===== config.mk =====
export PLATFORM = sky130hd
export DESIGN_NAME = p2b_cfg
export DESIGN_NICKNAME = d
export VERILOG_FILES = /design/src/rtl/p2b_pkg.sv /design/src/rtl/p2b_cfg.sv
export SDC_FILE = /design/constraint.sdc
export NUM_CORES = 1
export LEC_CHECK = 0
export BUFFER_PORTS_ARGS = -buffer_cell sky130_fd_sc_hd__buf_4
export CAP_MARGIN = 20
export CORE_MARGIN = 1.5
export CORE_UTILIZATION = 45
export DETAILED_ROUTE_END_ITERATION = 8
export HOLD_SLACK_MARGIN = 0.15
export PLACE_DENSITY_LB_ADDON = 0.08
export SYNTH_ARGS = -nofsm -noshare
export SYNTH_HDL_FRONTEND = slang
export SYNTH_SLANG_ARGS = --single-unit

===== constraint.sdc =====
create_clock -name clk -period 2 [get_ports clk]
set_clock_uncertainty 0.15 [all_clocks]
set_input_delay 0.1 -clock clk [delete_from_list [all_inputs] [get_ports clk]]
set_output_delay 0.1 -clock clk [all_outputs]
set_load 0.01 [all_outputs]

===== src/rtl/p2b_pkg.sv =====
// shared types and constants of the pixel to body point transform
// register map codes, reset values and the configuration struct; no dependencies
`default_nettype none

package p2b_pkg;

  // register indexes, one per 8-byte slot of the configuration port
  typedef enum logic [2:0] {
    REG_FOCAL_X   = 3'd0,
    REG_FOCAL_Y   = 3'd1,
    REG_PRINCIPAL = 3'd2,
    REG_DEPTH     = 3'd3,
    REG_ROT_X     = 3'd4,
    REG_ROT_Y     = 3'd5,
    REG_ROT_Z     = 3'd6,
    REG_OFFSET    = 3'd7
  } reg_idx_t;

  // reset values (identity rotation, no offset)
  localparam logic [15:0] FOCAL_RESET = 16'd16;
  localparam logic [31:0] PRINCIPAL_RESET = 32'd0;
  localparam logic [15:0] DEPTH_RESET = 16'd1000;
  localparam logic [47:0] ROT_X_RESET = 48'h0000_0000_4000;
  localparam logic [47:0] ROT_Y_RESET = 48'h0000_4000_0000;
  localparam logic [47:0] ROT_Z_RESET = 48'h4000_0000_0000;
  localparam logic [47:0] OFFSET_RESET = 48'd0;

  // datapath widths
  localparam int CAM_W  = 33;  // camera frame coordinate, signed
  localparam int PROD_W = 49;  // coefficient times coordinate, signed
  localparam int SUM_W  = 51;  // sum of three products, signed

  // saturation limits
  localparam logic signed [31:0] SAT_MAX = 32'sh7fff_ffff;
  localparam logic signed [31:0] SAT_MIN = 32'sh8000_0000;

  // live configuration seen by the datapath
  typedef struct packed {
    logic [15:0]      focal_x;
    logic [15:0]      focal_y;
    logic [15:0]      cx;
    logic [15:0]      cy;
    logic [15:0]      depth;
    logic [2:0][47:0] rot;     // row r: three signed Q2.14 coefficients, column 0 lowest
    logic [47:0]      offset;  // signed mm offsets, x lowest
  } p2b_cfg_t;

endpackage

`default_nettype wire


===== src/rtl/p2b_cfg.sv =====
// configuration register file behind an APB-style port
// depends on p2b_pkg for the register map and the configuration struct
`default_nettype none

module p2b_cfg import p2b_pkg::*; (
  input  wire logic        clk,
  input  wire logic        rst_n,
  input  wire logic        psel,
  input  wire logic        penable,
  input  wire logic        pwrite,
  input  wire logic [5:0]  paddr,
  input  wire logic [63:0] pwdata,
  output logic      [63:0] prdata,
  output logic             pready,
  output p2b_cfg_t         cfg
);

  logic [15:0] focal_x_r;
  logic [15:0] focal_y_r;
  logic [31:0] principal_r;
  logic [15:0] depth_r;
  logic [47:0] rot_x_r;
  logic [47:0] rot_y_r;
  logic [47:0] rot_z_r;
  logic [47:0] offset_r;

  logic     wr_en;
  reg_idx_t idx;

  assign pready = 1'b1;
  assign wr_en  = psel && penable && pwrite;
  assign idx    = reg_idx_t'(paddr[5:3]);

  // register writes, masked to each register's width
  always_ff @(posedge clk) begin
    if (!rst_n) begin
      focal_x_r   <= FOCAL_RESET;
      focal_y_r   <= FOCAL_RESET;
      principal_r <= PRINCIPAL_RESET;
      depth_r     <= DEPTH_RESET;
      rot_x_r     <= ROT_X_RESET;
      rot_y_r     <= ROT_Y_RESET;
      rot_z_r     <= ROT_Z_RESET;
      offset_r    <= OFFSET_RESET;
    end else if (wr_en) begin
      unique case (idx)
        REG_FOCAL_X:   focal_x_r   <= pwdata[15:0];
        REG_FOCAL_Y:   focal_y_r   <= pwdata[15:0];
        REG_PRINCIPAL: principal_r <= pwdata[31:0];
        REG_DEPTH:     depth_r     <= pwdata[15:0];
        REG_ROT_X:     rot_x_r     <= pwdata[47:0];
        REG_ROT_Y:     rot_y_r     <= pwdata[47:0];
        REG_ROT_Z:     rot_z_r     <= pwdata[47:0];
        REG_OFFSET:    offset_r    <= pwdata[47:0];
      endcase
    end
  end

  // read mux, misaligned addresses read as zero
  always_comb begin
    prdata = '0;
    if (paddr[2:0] == 3'd0) begin
      unique case (idx)
        REG_FOCAL_X:   prdata = {48'd0, focal_x_r};
        REG_FOCAL_Y:   prdata = {48'd0, focal_y_r};
        REG_PRINCIPAL: prdata = {32'd0, principal_r};
        REG_DEPTH:     prdata = {48'd0, depth_r};
        REG_ROT_X:     prdata = {16'd0, rot_x_r};
        REG_ROT_Y:     prdata = {16'd0, rot_y_r};
        REG_ROT_Z:     prdata = {16'd0, rot_z_r};
        REG_OFFSET:    prdata = {16'd0, offset_r};
      endcase
    end
  end

  // configuration view for the datapath
  always_comb begin
    cfg.focal_x = focal_x_r;
    cfg.focal_y = focal_y_r;
    cfg.cx      = principal_r[15:0];
    cfg.cy      = principal_r[31:16];
    cfg.depth   = depth_r;
    cfg.rot[0]  = rot_x_r;
    cfg.rot[1]  = rot_y_r;
    cfg.rot[2]  = rot_z_r;
    cfg.offset  = offset_r;
  end

endmodule

`default_nettype wire


==> summary.md <==
| Metric | Value |
|---|---|
| Crit Path Category | register to output pin |
| Multi-input logic area | 0.006506 mm² |
| Antenna viol nets, final | 0 |
| Die ar. | 0.02905 mm² |
| IO Port Bufs | 378 |
| Outcome | finished, final reports clean |
| Hold_ws | 0.1885 ns |
| CP Capture Type | output pin |
| Final Critical Period | 1.977 ns |
| R2r setup slk | 0.65 ns |
| Leak Pwr | approximately 6.9 nW |
| Fill count | around 2500 |
| Final nets | 2020 |
| FFs w/ async S/R, synth | 0% |
| Drt via density | 5.408 |
| Hold crit path type | input port to register |
| Sink Count | about 270 |
| Max layer used | met4 |
| Initial Util | 45.53% |
| Post-synthesis sequential area ratio | 43.17% |
| Die Span Y | 170.4 µm |
| Peak supply drop | 0.0004876 V |
| Final instance area | 0.01749 mm² |
| Detailed Route Iter0 Violations | 1004 |
| Post-route setup TNS | 0 ns |
| Clock Latency Late Sink | 0.55 ns |
| Worst endpoint required time | 1.75 ns |
| I/O pin count | roughly 410 |
| Unrepaired setup endpoints after global routing | true |
| Top FF cell, synth | dfxtp_1 |
| Post-synth top cells | 556 x nand2_1, 272 x dfxtp_1, 140 x a21boi_0, 121 x a21boi_1, 61 x buf_2 |
| FF+latch area | ~0.0055 mm² |
| Initial antenna violation count | 0 |
| P&R area growth vs syn | 38.62% |
| Row count | 61 |
| Avg WL per Cell | 20.15 µm |
| CTS tree | built |
| Post-Route WL | approximately 47 mm |
| Min setup slack post-route | 0.02268 ns |
| DR pass1 iterations | 8 |
| Max-cap violations | 0 |
| Most frequent cell after synthesis | nand2_1 |
| Worst-Margin Slew | a little over 0.7 ns |
| Pwr/cell area | ~670 mW/mm² |
| Max-slew violations | 0 |
| First-pass GRT wire length | 69.62 mm |
| Met3 Routed Length | 4.055 mm |
| DP Area | 0.01583 mm² |
| Final Hold Fails | 0 |
| Mapped Cells | 1557 |
| Synth unique cells | 41 |
| Number of flops mapped to enable cells by yosys | 0 |
| Fmax | 0.5057 GHz |
| Number of global-route vias before repair | 11896 |
| Root buffer cell | clkbuf_16 |
| Worst path arrival time | between 1.5 and 2 ns |
| Clock tree buffer depth | 3 |
| CTS clock-pin slew for the worst setup and hold paths | ~0.06 ns |
| # diodes | 0 |
| CP max FO | 3 |
| Layout cell share with drive strength beyond 1 | 28.00% |
| CTS Buf Count | 30 |
| Total grt overflow | 0 |
| Yosys warning total | 0 |
| WL met1 | ~19 mm |
| Place WS | between 0.1 and 0.15 ns |
| Syn avg cell area | 8.102 µm² |
| Mapped Area | around 0.013 mm² |
| Die width | 170.4 µm |
| Total number of vias | 12650 |
| Synth area leaders | dfxtp_1 43%, nand2_1 17%, a21boi_0 8.3%, a21boi_1 7.2%, mux2i_1 3.7% |
| Largest net degree at the start of global routing | 65 |
| Worst setup SP type | register |
| Top cell type's share of synthesized area | between 40% and 50% |
| Area leader, netlist | dfxtp_1 |
| Tot GR Track Use | 31.29% |
| Yosys reg bits | 272 |
| Final setup fails | 0 |
| Placer Congestion | 0.8473 |
| Final HPWL DP | 31.66 mm |
| Final period util | 98.87% |
| Slew headroom | 51.56% |
| H-tree Lvls | 1 |
| DR DRC count | 0 |
| Routed wl met2 | 22.85 mm |
| Total core area | around 0.028 mm² |
[cell usage in the layout, fill, tap and decap left out, types with 5 or more instances in the layout]
master,Yosys,routed
nor2_1,53,50
o211ai_1,7,7
buf_4,51,421
buf_12,0,18
a21oi_1,24,18
a21boi_0,140,140
a22o_1,14,14
clkbuf_1,45,6
dlygate4sd3_1,0,60
clkbuf_8,0,6
o2bb2ai_1,12,12
a22oi_2,0,10
o21ai_1,10,10
clkbuf_16,0,31
nor2_4,1,7
mux2_4,0,6
conb_1,2,17
nand2_1,556,556
a211o_1,9,9
a31oi_1,9,7
dfxtp_1,272,259
o21ai_0,23,23
dfxtp_2,0,13
a222oi_1,16,16
a21oi_2,0,6
o22a_1,16,16
mux4_2,5,5
a21boi_1,121,121
nand3_1,11,11
mux2i_1,47,47
[worst paths after layout]
path / from / endpoint / depth (start not counted)
worst max register to register: rot_z_r[33] / rot_z_r[33] / 3
worst min-delay path: paddr[5] / rot_x_r[46] / 6
worst min register to register: offset_r[31] / offset_r[31] / 2
worst max-delay path: offset_r[31] / prdata[31] / 4
[sequential cells by signal, summed over array words and instances, names as in the netlist]
signal       flops
principal_r     32
focal_x_r       16
focal_y_r       16
rot_y_r         48
rot_z_r         48
offset_r        48
rot_x_r         48
depth_r         16
[kinds of logic (layout without fill, tap and decap cells)]
group | after synthesis | in the layout | share of synthesized area, %
other cells | 2 | 17 | 0.05953
flops | 272 | 272 | 43.17
mux | 59 | 59 | 5.247
buf+inv | 160 | 549 | 6.943
simple gates | 650 | 650 | 20.34
compound gates | 414 | 414 | 24.24
[through the flow]
stage / utilization, % / total power, mW / instances
global placement: 57.13 / 6.533 / 2228
finish: 63.12 / 11.73 / 2339
floorplan: - / 6.137 / 1572
CTS: 62.76 / 11.78 / 2337
global route: 63.12 / 12.05 / 2339
detailed placement: 57.13 / 6.539 / 2228
[worst max-delay path, stage by stage, from the launching register on]
cell and delay (ns):
dfxtp_2 0.32, mux4_2 0.47, a22oi_2 0.18, nor2_2 0.06, buf_4 0.14
[per-layer routing]
metal	vias up	GRT usage, %
li1	5951	-
met1	6053	38.83
met2	573	54.35
met3	73	6.581
met4	0	9.311
met5	-	0
[repair_timing]
item / in CTS / in global routing
resized for setup: 14 / 25
hold buffers: 60 / 0
endpoints found under the setup margin: 5 / 13
pin swaps: 5 / 14
buffers inserted: 1 / 2
hold endpoints to repair: 272 / 0
[final cells by class]
type / count / area share [%]
repair buffers: 500 / 23.63
clock buffers: 43 / 5.037
clock inverters: 5 / 0.1646
inverters: 1 / 0.02147
well taps: 378 / 2.705
multi-input cells: 1140 / 37.21
flip-flops and latches: 272 / 31.23
[power breakdown]
part | internal [mW] | switching, mW
clock | 3.01 | 2.19
sequential | 5.46 | 0.0360
combinational | 0.446 | 0.587
total | 8.92 | 2.81
Note: power is estimated with default switching activity, not from simulation.
